**src/rtl/afsm_pkg.sv**
```systemverilog
// Package for the arming and failsafe controller: state codes, request and result types.
package afsm_pkg;

    // Default width of the timestamp arithmetic
    localparam int TIME_WIDTH_DEF = 32;

    // Field widths fixed by the stream payload
    localparam int NOW_W    = 32;
    localparam int HOLD_W   = 16;
    localparam int COUNT_W  = 16;
    localparam int STATE_W  = 3;

    // Packed stream widths, padded to whole bytes
    localparam int S_DATA_W = 40;
    localparam int M_DATA_W = 40;

    // Arming hold time after reset, in ms
    localparam logic [HOLD_W-1:0] HOLD_MS_RESET = 16'd1000;

    // Request kinds
    localparam logic KIND_UPDATE = 1'b0;
    localparam logic KIND_DISARM = 1'b1;

    typedef enum logic [STATE_W-1:0] {
        ST_BOOT       = 3'd0,
        ST_WAIT       = 3'd1,
        ST_DISARMED   = 3'd2,
        ST_ARMED      = 3'd3,
        ST_FAILSAFE   = 3'd4,
        ST_MOTOR_TEST = 3'd5,
        ST_ERROR      = 3'd6
    } t_state;

    // One accepted request
    typedef struct packed {
        logic              kind;
        logic [NOW_W-1:0]  now_ms;
        logic              radio_connected;
        logic              radio_failsafe;
        logic              arm_switch_engaged;
        logic              sticks_neutral;
        logic              motor_test_requested;
    } t_item;

    // Controller state other than the hold start timestamp
    typedef struct packed {
        t_state             state;
        logic               radio_seen;
        logic               release_lock;
        logic               hold_active;
        logic [COUNT_W-1:0] failsafe_total;
    } t_ctl;

    // One result
    typedef struct packed {
        t_state             robot_state;
        logic [HOLD_W-1:0]  hold_remaining_ms;
        logic [COUNT_W-1:0] failsafe_count;
        logic               rearm_locked;
        logic               motor_test_allowed;
    } t_result;

endpackage

```
**src/rtl/arming_failsafe_state_machine_top.sv**
```systemverilog
// Top level of the robot arming and failsafe controller with stream ports.
// Each request (an update with radio and switch flags and a ms timestamp, or a
// disarm request) yields one result carrying the state after the request. A
// request is accepted every cycle unless a stalled result keeps the input
// register full. The request waits in the input register, and the result
// register loads once the result slot frees, with the controller state updated in
// the same single pass. While a result waits on the output, the input register
// still takes one more request and then holds the input off until the result
// goes. Hold time is measured by a TIME_WIDTH-bit wrapping subtraction of
// timestamps. The hold time register is written through i_cfg_wr_en /
// i_cfg_wr_data and resets to 1000 ms.
module arming_failsafe_state_machine_top #(
    parameter int TIME_WIDTH = afsm_pkg::TIME_WIDTH_DEF
) (
    input  logic                            i_clk,
    input  logic                            i_rst_n,
    // Hold time register write
    input  logic                            i_cfg_wr_en,
    input  logic [afsm_pkg::HOLD_W-1:0]     i_cfg_wr_data,
    // Request stream
    input  logic                            s_axis_tvalid,
    output logic                            s_axis_tready,
    // [31:0] now_ms, [32] radio_connected, [33] radio_failsafe,
    // [34] arm_switch_engaged, [35] sticks_neutral, [36] motor_test_requested
    input  logic [afsm_pkg::S_DATA_W-1:0]   s_axis_tdata,
    // [0] kind
    input  logic [0:0]                      s_axis_tuser,
    // Result stream
    output logic                            m_axis_tvalid,
    input  logic                            m_axis_tready,
    // [2:0] robot_state, [18:3] hold_remaining_ms, [34:19] failsafe_count,
    // [35] rearm_locked, [36] motor_test_allowed
    output logic [afsm_pkg::M_DATA_W-1:0]   m_axis_tdata
);
    import afsm_pkg::*;

    localparam int RES_W = $bits(t_result);

    logic [HOLD_W-1:0]     r_hold_ms;
    logic                  r_in_valid;
    t_item                 r_in_item;
    t_ctl                  r_ctl;
    logic [TIME_WIDTH-1:0] r_hold_start;
    logic                  r_out_valid;
    t_result               r_out;

    t_item                 in_item;
    t_ctl                  n_ctl;
    logic [TIME_WIDTH-1:0] n_hold_start;
    t_result               n_out;
    logic                  s_accept;
    logic                  advance;

    // Unpack the request
    always_comb begin
        in_item.kind                 = s_axis_tuser[0];
        in_item.now_ms               = s_axis_tdata[31:0];
        in_item.radio_connected      = s_axis_tdata[32];
        in_item.radio_failsafe       = s_axis_tdata[33];
        in_item.arm_switch_engaged   = s_axis_tdata[34];
        in_item.sticks_neutral       = s_axis_tdata[35];
        in_item.motor_test_requested = s_axis_tdata[36];
    end

    // Handshake: the registered request moves on when the result slot frees
    assign advance       = r_in_valid && (!r_out_valid || m_axis_tready);
    assign s_axis_tready = !r_in_valid || advance;
    assign s_accept      = s_axis_tvalid && s_axis_tready;

    // Hold time register
    always_ff @(posedge i_clk) begin
        if (!i_rst_n) begin
            r_hold_ms <= HOLD_MS_RESET;
        end else if (i_cfg_wr_en) begin
            r_hold_ms <= i_cfg_wr_data;
        end
    end

    // Input register
    always_ff @(posedge i_clk) begin
        if (!i_rst_n) begin
            r_in_valid <= 1'b0;
        end else if (s_accept) begin
            r_in_valid <= 1'b1;
        end else if (advance) begin
            r_in_valid <= 1'b0;
        end
    end

    always_ff @(posedge i_clk) begin
        if (s_accept) begin
            r_in_item <= in_item;
        end
    end

    afsm_core #(
        .TIME_WIDTH (TIME_WIDTH)
    ) u_core (
        .i_item       (r_in_item),
        .i_ctl        (r_ctl),
        .i_hold_start (r_hold_start),
        .i_hold_ms    (r_hold_ms),
        .o_ctl        (n_ctl),
        .o_hold_start (n_hold_start),
        .o_result     (n_out)
    );

    // Controller state
    always_ff @(posedge i_clk) begin
        if (!i_rst_n) begin
            r_ctl.state          <= ST_BOOT;
            r_ctl.radio_seen     <= 1'b0;
            r_ctl.release_lock   <= 1'b0;
            r_ctl.hold_active    <= 1'b0;
            r_ctl.failsafe_total <= '0;
            r_hold_start         <= '0;
        end else if (advance) begin
            r_ctl        <= n_ctl;
            r_hold_start <= n_hold_start;
        end
    end

    // Result register
    always_ff @(posedge i_clk) begin
        if (!i_rst_n) begin
            r_out_valid <= 1'b0;
        end else if (advance) begin
            r_out_valid <= 1'b1;
        end else if (m_axis_tready) begin
            r_out_valid <= 1'b0;
        end
    end

    always_ff @(posedge i_clk) begin
        if (advance) begin
            r_out <= n_out;
        end
    end

    // Pack the result, lowest field first
    assign m_axis_tvalid = r_out_valid;
    assign m_axis_tdata  = {{(M_DATA_W-RES_W){1'b0}},
                            r_out.motor_test_allowed,
                            r_out.rearm_locked,
                            r_out.failsafe_count,
                            r_out.hold_remaining_ms,
                            r_out.robot_state};

endmodule

```
**src/rtl/afsm_core.sv**
```systemverilog
// Next-state and result logic of the arming and failsafe controller for one request.
module afsm_core #(
    parameter int TIME_WIDTH = afsm_pkg::TIME_WIDTH_DEF
) (
    input  afsm_pkg::t_item                 i_item,
    input  afsm_pkg::t_ctl                  i_ctl,
    input  logic [TIME_WIDTH-1:0]           i_hold_start,
    input  logic [afsm_pkg::HOLD_W-1:0]     i_hold_ms,
    output afsm_pkg::t_ctl                  o_ctl,
    output logic [TIME_WIDTH-1:0]           o_hold_start,
    output afsm_pkg::t_result               o_result
);
    import afsm_pkg::*;

    localparam int EXT_W = 64;

    logic [EXT_W-1:0]      now_ext;
    logic [TIME_WIDTH-1:0] now_t;
    logic [TIME_WIDTH-1:0] elapsed;
    logic                  hold_done;
    logic                  conn;
    logic                  rfs;
    logic                  sw;
    logic                  seen;
    t_state                target;
    t_ctl                  n_ctl;
    logic [TIME_WIDTH-1:0] n_start;

    // Timestamp reduced to the arithmetic width; elapsed time wraps there
    assign now_ext   = {{(EXT_W-NOW_W){1'b0}}, i_item.now_ms};
    assign now_t     = now_ext[TIME_WIDTH-1:0];
    assign elapsed   = now_t - i_hold_start;
    assign hold_done = elapsed >= {{(TIME_WIDTH-HOLD_W){1'b0}}, i_hold_ms};

    assign conn = i_item.radio_connected;
    assign rfs  = i_item.radio_failsafe;
    assign sw   = i_item.arm_switch_engaged;
    assign seen = i_ctl.radio_seen | conn;

    // Transition rules
    always_comb begin
        n_ctl   = i_ctl;
        n_start = i_hold_start;
        target  = i_ctl.state;
        if (i_item.kind == KIND_DISARM) begin
            if (i_ctl.state == ST_ARMED || i_ctl.state == ST_MOTOR_TEST) begin
                target = ST_DISARMED;
            end
        end else begin
            n_ctl.radio_seen = seen;
            if (!sw) begin
                n_ctl.release_lock = 1'b0;
            end
            if ((!conn || rfs) && seen) begin
                target = ST_FAILSAFE;
            end else begin
                unique case (i_ctl.state)
                    ST_BOOT: begin
                        target = ST_WAIT;
                    end
                    ST_WAIT: begin
                        if (conn) target = ST_DISARMED;
                    end
                    ST_FAILSAFE: begin
                        if (conn && !sw) target = ST_DISARMED;
                    end
                    ST_DISARMED: begin
                        if (i_item.motor_test_requested && !rfs && !sw) begin
                            target = ST_MOTOR_TEST;
                        end else if (sw && i_item.sticks_neutral && !n_ctl.release_lock) begin
                            if (!i_ctl.hold_active) begin
                                n_ctl.hold_active = 1'b1;
                                n_start           = now_t;
                            end else if (hold_done) begin
                                target = ST_ARMED;
                            end
                        end else begin
                            n_ctl.hold_active = 1'b0;
                        end
                    end
                    ST_ARMED: begin
                        if (!sw) target = ST_DISARMED;
                    end
                    ST_MOTOR_TEST: begin
                        if (!i_item.motor_test_requested || sw) target = ST_DISARMED;
                    end
                    default: begin
                        target = i_ctl.state;
                    end
                endcase
            end
        end

        // A real transition drops the hold; entering failsafe counts and locks
        if (target != i_ctl.state) begin
            n_ctl.state       = target;
            n_ctl.hold_active = 1'b0;
            if (target == ST_FAILSAFE) begin
                n_ctl.failsafe_total = i_ctl.failsafe_total + COUNT_W'(1);
                n_ctl.release_lock   = 1'b1;
            end
        end

        // A disarm request always sets the re-arm lock
        if (i_item.kind == KIND_DISARM) begin
            n_ctl.release_lock = 1'b1;
        end
    end

    // Result fields; a hold started by this request has no elapsed time yet
    always_comb begin
        o_result.robot_state    = n_ctl.state;
        o_result.failsafe_count = n_ctl.failsafe_total;
        o_result.rearm_locked   = n_ctl.release_lock;
        o_result.motor_test_allowed = (n_ctl.state == ST_DISARMED) && !rfs && !sw;
        if (!n_ctl.hold_active || !i_ctl.hold_active) begin
            o_result.hold_remaining_ms = i_hold_ms;
        end else if (hold_done) begin
            o_result.hold_remaining_ms = '0;
        end else begin
            o_result.hold_remaining_ms = i_hold_ms - elapsed[HOLD_W-1:0];
        end
    end

    assign o_ctl        = n_ctl;
    assign o_hold_start = n_start;

endmodule

```
**config.mk**
```make
export PLATFORM = sky130hd
export DESIGN_NAME = arming_failsafe_state_machine_top
export DESIGN_NICKNAME = d
export VERILOG_FILES = /design/src/rtl/afsm_pkg.sv /design/src/rtl/arming_failsafe_state_machine_top.sv /design/src/rtl/afsm_core.sv
export SDC_FILE = /design/constraint.sdc
export NUM_CORES = 1
export LEC_CHECK = 0
export BUFFER_PORTS_ARGS = -buffer_cell sky130_fd_sc_hd__buf_4
export CAP_MARGIN = 20
export CORE_MARGIN = 3
export CORE_UTILIZATION = 30
export DETAILED_ROUTE_END_ITERATION = 6
export GPL_TIMING_DRIVEN = 0
export REMOVE_ABC_BUFFERS = 1
export SYNTH_ARGS = -nofsm -noshare
export SYNTH_HDL_FRONTEND = slang
export SYNTH_SLANG_ARGS = --single-unit
```
**constraint.sdc**
```tcl
create_clock -name i_clk -period 10.85 [get_ports i_clk]
set_input_delay 1.085 -clock i_clk [delete_from_list [all_inputs] [get_ports i_clk]]
set_output_delay 1.085 -clock i_clk [all_outputs]
set_load 0.01 [all_outputs]
```
==> results of run 1 <==
==> layout make-up <==
class / count / share of cell area
clock buffers: 17 / 0.0384
flip-flops and latches: 147 / 0.333
clock inverters: 15 / 0.0155
well taps: 396 / 0.0447
repair buffers: 103 / 0.0727
multi-input cells: 790 / 0.468
inverters: 81 / 0.0274
==> layer usage <==
layer  share of wire  up-vias  wire length [um]  track usage
met5               0        -                 0            0
met4           0.014        0               320       0.0384
met3           0.047       22              1080       0.0313
met2            0.47      167             10700        0.221
met1            0.47     3544             10800        0.184
li1                -     3952                 -            -
==> synthesized netlist by cell type, types with 7 or more instances <==
library cell / count / area (um2)
nand2_1: 138 / 518
inv_1: 81 / 304
edfxtp_1: 75 / 2250
dfxtp_1: 72 / 1440
ha_1: 63 / 788
o21ai_0: 62 / 310
nor2_1: 60 / 225
a21oi_1: 58 / 290
clkbuf_1: 41 / 154
a21boi_0: 39 / 293
xor2_1: 26 / 228
a21o_1: 25 / 188
xnor2_1: 25 / 219
nand4_1: 24 / 150
nor2b_1: 22 / 138
nor3_1: 22 / 110
nand3_1: 21 / 105
mux2i_1: 16 / 160
o21a_1: 16 / 120
and2_1: 15 / 93.8
o211ai_1: 14 / 105
a211oi_1: 12 / 90.1
o21ai_1: 12 / 60.1
and3_1: 11 / 68.8
nand2b_1: 11 / 68.8
or3_1: 11 / 68.8
a31oi_1: 9 / 56.3
buf_2: 7 / 35.0
nor4_1: 7 / 43.8
==> power by group through the flow <==
stage / clock network [uW] / registers (uW) / logic (uW)
2_1_floorplan: 0 / 635 / 170
4_1_cts: 629 / 624 / 254
6_report: 605 / 624 / 253
3_5_place_dp: 0 / 636 / 253
3_3_place_gp: 0 / 636 / 250
5_1_grt: 653 / 627 / 284
==> how the worst max path moves through the flow <==
| stage | startpoint | end | depth (start not counted) |
|---|---|---|---|
| floorplan | r_in_item[6]$_DFFE_PP_ | m_axis_tdata[10]$_DFFE_PP_ | 18 |
| global placement | m_axis_tready | r_hold_start[26]$_SDFFE_PN0P_ | 6 |
| detailed placement | r_in_item[6]$_DFFE_PP_ | m_axis_tdata[7]$_DFFE_PP_ | 18 |
| CTS | r_in_item[6]$_DFFE_PP_ | m_axis_tdata[5]$_DFFE_PP_ | 18 |
| global route | r_in_item[6]$_DFFE_PP_ | m_axis_tdata[7]$_DFFE_PP_ | 19 |
| finish | r_in_item[6]$_DFFE_PP_ | m_axis_tdata[5]$_DFFE_PP_ | 18 |
==> metrics by stage <==
stage	std cells	util	worst slack, ns
2_1_floorplan	1018	-	5.97
3_3_place_gp	1511	0.338	4.82
3_5_place_dp	1516	0.340	5.20
4_1_cts	1548	0.360	5.17
5_1_grt	1549	0.361	4.81
6_report	1549	0.361	5.24
==> flip-flops by register name (all words and copies together) (netlist names) <==
name / flops
r_in_valid: 1
m_axis_tvalid: 1
r_hold_ms: 16
r_ctl: 22
m_axis_tdata: 37
r_in_item: 38
r_hold_start: 32
==> tightest hold or removal path: cells and delay by family, from the launching register on <==
kind | cells | cell delay, ns
AND/OR/NAND/NOR | 1 | 0.04
AO/OA/AOI/OAI | 1 | 0.06
flip-flops | 1 | 0.31
==> cell families after synthesis <==
kind of cell	synth area share
xor gates and xnor gates	0.0474
buffers and inverters	0.0578
AOI/OAI and AO/OA	0.206
adders and majority gates	0.0880
and+or+nand+nor	0.189
muxes	0.0194
DFF	0.392
other	0.000398
==> impl_metrics.json, run 1 <==
{
  "coreArea_um2": 30700,
  "crit_buf_inv": 0,
  "hold_class": "reg2reg",
  "drtIter0Drc": 358,
  "pwr-share-clk": 0.408,
  "finalSetupViolCount": 0,
  "cts_root_buf": "clkbuf_16",
  "place.gp.congestion": 0.859,
  "grt_start_max_net_pins": 75,
  "grt-ovfl-total": 0,
  "power_uw": 1480,
  "cp_slowest_stage_delay_ns": 0.54,
  "die_y_um": 183,
  "synth_cells": 1072,
  "grt_util_all_layers": 0.137,
  "yosys_warnings": 0,
  "drive_gt1_frac": 0.134,
  "finalClockSkew_ns": 0.0185,
  "worst_pin_slew_ns": 0.934,
  "seqCellArea_um2": 3690,
  "slowest_stage": "or4b_4",
  "ctsHoldBuffers": 0,
  "worstPathCellList": "ha_1, nor2b_1, o31a_1, o31a_1, a21o_1, o21a_1, nor2_1, xnor2_1, ha_1, and3_1, o21ai_0, o22ai_1, a2111o_1, or4b_4, a2111oi_4, nand4_2, o21ai_0, a21o_1",
  "fin_crit_sh": 0.517,
  "ff2ff_path_depth": 18,
  "clockBufferDepth": 2,
  "dieArea_um2": 33500,
  "yosysSeqAreaShare": 0.392,
  "rr_endpoint": "m_axis_tdata[5]$_DFFE_PP_",
  "min_to": "r_hold_start[15]$_SDFFE_PN0P_",
  "drc": 0,
  "intPower_uw": 1060,
  "whs_ns": 0.462,
  "post_cts_resized": 0,
  "postPlaceCellArea_um2": 10500,
  "p_seq_frac": 0.421,
  "cp-end-kind": "register",
  "ys_ff_latch": 147,
  "die_w_um": 183,
  "irDropWorstVdd_mv": 0.105,
  "maxSlewHeadroom": 0.376,
  "tns_ns": 0,
  "critPathLaunchType": "register",
  "crit_type": "reg2reg",
  "final_cell_mix": "nand2_1 (138), buf_4 (101), inv_1 (80), edfxtp_1 (75), dfxtp_1 (72)",
  "final_cell_area_um2": 11100,
  "place_hpwl_mm": 17.4,
  "maxCapViolCount": 0,
  "nNetsFinal": 1267,
  "grt_pass1_vias": 7213,
  "hold_start": "r_hold_start[15]$_SDFFE_PN0P_",
  "rows": 64,
  "diodes": 0,
  "ios": 104,
  "final_common_cell": "nand2_1",
  "initial_utilization": 0.306,
  "power.switching_uw": 421,
  "io_buffers": 97,
  "period_minus_slack_ns": 5.61,
  "syn-mean-instance-area_um2": 8.78,
  "fill_cells": 3148,
  "multi_input_comb_area_um2": 5190,
  "cts.clk_slew.worst_paths_ns": 0.07,
  "outcome": "finished clean",
  "firstDrtPassIters": 4,
  "drv_slew": 0,
  "regToRegStartpoint": "r_in_item[6]$_DFFE_PP_",
  "fmaxAchievable_ghz": 0.178,
  "syn_to_final_growth_pct": 17.8,
  "synthArstFlopShare": 0,
  "critPathTopFamily": "compound AO/OA/AOI/OAI gates",
  "vias_per_cell": 4.96,
  "p_comb_frac": 0.170,
  "routedWlPerCell_um": 14.8,
  "tritoncts.num_buffers": 17,
  "hold_depth": 2,
  "synth_ff_type": "edfxtp_1",
  "switching_share": 0.284,
  "cts_tree": "done",
  "arrival_ns": 5.91,
  "cp_data_required_time_ns": 11.14,
  "rsz0062_at_grt": "no",
  "grt_pass1_wl_mm": 37.2,
  "ant_nets": 0,
  "synth_cell_types": 76,
  "drt-total-wl_mm": 22.9,
  "ff2ff_setup_slack_ns": 5.24,
  "netlist_area_um2": 9420,
  "leakage_uw": 0.00427,
  "clock_latency_ns": 0.44,
  "post_cts_buffers": 0,
  "synth-edff-count": 75,
  "power_density_nw_per_um2": 134,
  "vias": 7685,
  "crit_fanout": 15,
  "clkSinkCount": 147,
  "cts.htree.levels": 4,
  "finalHoldViolCount": 0,
  "antenna_found_initial": 0
}
Note: power is estimated with default switching activity, not from simulation.
==> run 2: changes to the inputs <==
--- a/config.mk
+++ b/config.mk
@@ -5,6 +5,7 @@
 export SDC_FILE = /design/constraint.sdc
 export NUM_CORES = 1
 export LEC_CHECK = 0
+export ABC_AREA = 1
 export BUFFER_PORTS_ARGS = -buffer_cell sky130_fd_sc_hd__buf_4
 export CAP_MARGIN = 20
 export CORE_MARGIN = 3
==> constraint.sdc (replaced) <==
create_clock -name i_clk -period 5.2 [get_ports i_clk]
set_input_delay 0.52 -clock i_clk [delete_from_list [all_inputs] [get_ports i_clk]]
set_output_delay 0.52 -clock i_clk [all_outputs]
set_load 0.01 [all_outputs]
==> run 2 against run 1 <==
  * Setup slack got worse by 4.7 ns
  * Largest power group unchanged
  * Clock power is 110% higher
  * Final cell count is 30% higher
  * Synthesized cell count is 36% higher
  * Die area rose by 7.3%
  * Via count grew 18%
==> impl_metrics.json, run 2 <==
{
  "crit_fanout": 17,
  "fmaxAchievable_ghz": 0.213,
  "regToRegStartpoint": "r_in_item[5]$_DFFE_PP_",
  "clkSinkCount": 147,
  "antenna_found_initial": 1,
  "fin_crit_sh": 0.903,
  "timing.critical_path.from": "r_in_item[5]$_DFFE_PP_",
  "ctsHoldBuffers": 0,
  "switching_share": 0.293,
  "clockBufferDepth": 2,
  "dieArea_um2": 36000,
  "finalClockSkew_ns": 0.0138,
  "maxSlewHeadroom": 0.323,
  "grt_pass1_vias": 8502,
  "leakage_uw": 0.00602,
  "die_y_um": 190,
  "worst_pin_slew_ns": 1.01,
  "die_w_um": 190,
  "drt-total-wl_mm": 25.7,
  "crit_top_cell": "nand2_1",
  "power_density_nw_per_um2": 277,
  "crit_type": "reg2reg",
  "ff2ff_path_depth": 33,
  "largest_reg_flops": 38,
  "grt-ovfl-total": 0,
  "synth_cells": 1458,
  "outcome": "finished clean",
  "ys_top_cells_by_area": "edfxtp_1 (22%), nand2_1 (16%), dfxtp_1 (14%)",
  "initial_utilization": 0.308,
  "pwr-share-clk": 0.390,
  "coreArea_um2": 32900,
  "p_seq_frac": 0.399,
  "hold_depth": 1,
  "yosys_warnings": 0,
  "instances_no_fill": 2010,
  "grt_start_max_net_pins": 46,
  "multi_input_comb_area_um2": 5220,
  "diodes": 0,
  "fill_cells": 3507,
  "yosysMostFrequentCell": "nand2_1",
  "ys_ff_latch": 147,
  "tns_ns": 0,
  "cp-end-kind": "register",
  "final_common_cell": "nand2_1",
  "cts_root_buf": "clkbuf_16",
  "rsz0062_at_grt": "no",
  "yosys.area.top_type": "edfxtp_1",
  "io_buffers": 97,
  "grt_pass1_wl_mm": 42.4,
  "cp_slowest_stage_delay_ns": 0.39,
  "synth_cell_types": 47,
  "cts_tree": "done",
  "synth_ff_type": "edfxtp_1",
  "drtIter0Drc": 587,
  "syn_to_final_growth_pct": 19.0,
  "arrival_ns": 4.88,
  "place_inst": 1966,
  "synthArstFlopShare": 0,
  "p_comb_frac": 0.211,
  "finalSetupViolCount": 0,
  "tritoncts.num_buffers": 17,
  "synth-edff-count": 75,
  "netlist_area_um2": 10100,
  "ant_nets": 0,
  "period_minus_slack_ns": 4.69,
  "maxCapViolCount": 0,
  "regMostFlops": "r_in_item",
  "place.gp.congestion": 0.903,
  "cts.htree.levels": 4,
  "seqCellArea_um2": 3690,
  "intPower_uw": 2360,
  "whs_ns": 0.258,
  "rows": 66,
  "vias": 9071,
  "hold_start": "s_axis_tdata[8]",
  "place_hpwl_mm": 19.5,
  "ios": 104,
  "yosysSeqAreaShare": 0.365,
  "routedWlPerCell_um": 12.8,
  "vias_per_cell": 4.51,
  "cp_data_required_time_ns": 5.38,
  "critPathLaunchType": "register",
  "synth_commonest_cells": "nand2_1 (420), inv_1 (271), a21oi_1 (111)",
  "grt_util_all_layers": 0.146,
  "cts.clk_slew.worst_paths_ns": 0.07,
  "slowest_stage": "fa_1",
  "hold_class": "in2reg",
  "syn-mean-instance-area_um2": 6.95,
  "irDropWorstVdd_mv": 0.224,
  "synth_top_area_share": 0.222,
  "drc": 0,
  "firstDrtPassIters": 5,
  "finalHoldViolCount": 0,
  "nNetsFinal": 1682,
  "drv_slew": 0,
  "drive_gt1_frac": 0.133,
  "final_cell_mix": "nand2_1 (420), inv_1 (269), a21oi_1 (111), buf_4 (109), nand3_1 (87)",
  "power.switching_uw": 979,
  "clock_latency_ns": 0.44
}
## run 2: cell count changes in the layout (fill, tap and decap cells not counted), sizes merged, moves of 19 or more
cell	before	now
nand3	21	90
a21oi	59	112
nor2	60	98
xnor2	25	6
a21o	25	0
nor2b	22	0
a21boi	39	0
nand2	138	434
inv	88	295
## run 2: repair_timing
item                       in CTS  in global routing
setup endpoints to repair       0                 20
buffers inserted                0                 11
resized for setup               0                  7
## run 2: power by group through the flow
stage | sequential (uW) | clock, uW | combinational (uW)
floorplan | 1350 | 0 | 466
global route | 1340 | 1400 | 804
CTS | 1330 | 1340 | 681
global placement | 1360 | 0 | 670
detailed placement | 1360 | 0 | 678
finish | 1330 | 1300 | 705
## run 2: metal layers
layer  vias to the layer above  GRT usage  part of all wire
met3                        24     0.0299             0.042
li1                       4803          -                 -
met2                       203      0.245              0.46
met4                         0     0.0392             0.014
met1                      4041      0.192              0.48
met5                         -          0                 0
## run 2: layout make-up
type | instances | share of cell area
Clock buffer | 24 | 0.0409
Sequential cell | 147 | 0.306
Timing Repair Buffer | 112 | 0.0714
Clock inverter | 8 | 0.0103
Tap cell | 442 | 0.0459
Multi-Input combinational cell | 982 | 0.433
Inverter | 295 | 0.0923
## run 2: worst paths after layout
kind	to	slack [ns]
worst max-delay path	m_axis_tdata[15]$_DFFE_PP_	0.51
worst min-delay path	r_in_item[13]$_DFFE_PP_	0.26
worst max register to register	m_axis_tdata[15]$_DFFE_PP_	0.51
worst min register to register	r_ctl[18]$_SDFFE_PN0P_	0.47
## run 2: critical path: cells and delay by family (launching register included)
kind,cells,cell delay [ns]
and+or+nand+nor,24,2.42
adders and majority gates,3,0.90
buffers and inverters,5,0.60
DFF,1,0.36
xor gates and xnor gates,1,0.18
## run 2: through the flow
stage	total power (uW)	utilization	setup slack (ns)	cell area, um2
finish	3340	0.366	0.507	12100
global route	3540	0.366	0.0152	12100
CTS	3360	0.362	0.0325	11900
detailed placement	2030	0.343	0.0519	11300
global placement	2030	0.341	-0.803	11200
floorplan	1820	-	0.895	9960
## run 2: logic make-up (layout without fill, tap and decap cells)
kind of cell	count (synthesis)	in the layout	synth area share
other	1	3	0.000370
AOI/OAI and AO/OA	191	191	0.0999
buffers and inverters	332	439	0.127
DFF	147	147	0.365
xor gates and xnor gates	40	40	0.0346
adders and majority gates	65	65	0.0817
and+or+nand+nor	682	683	0.292
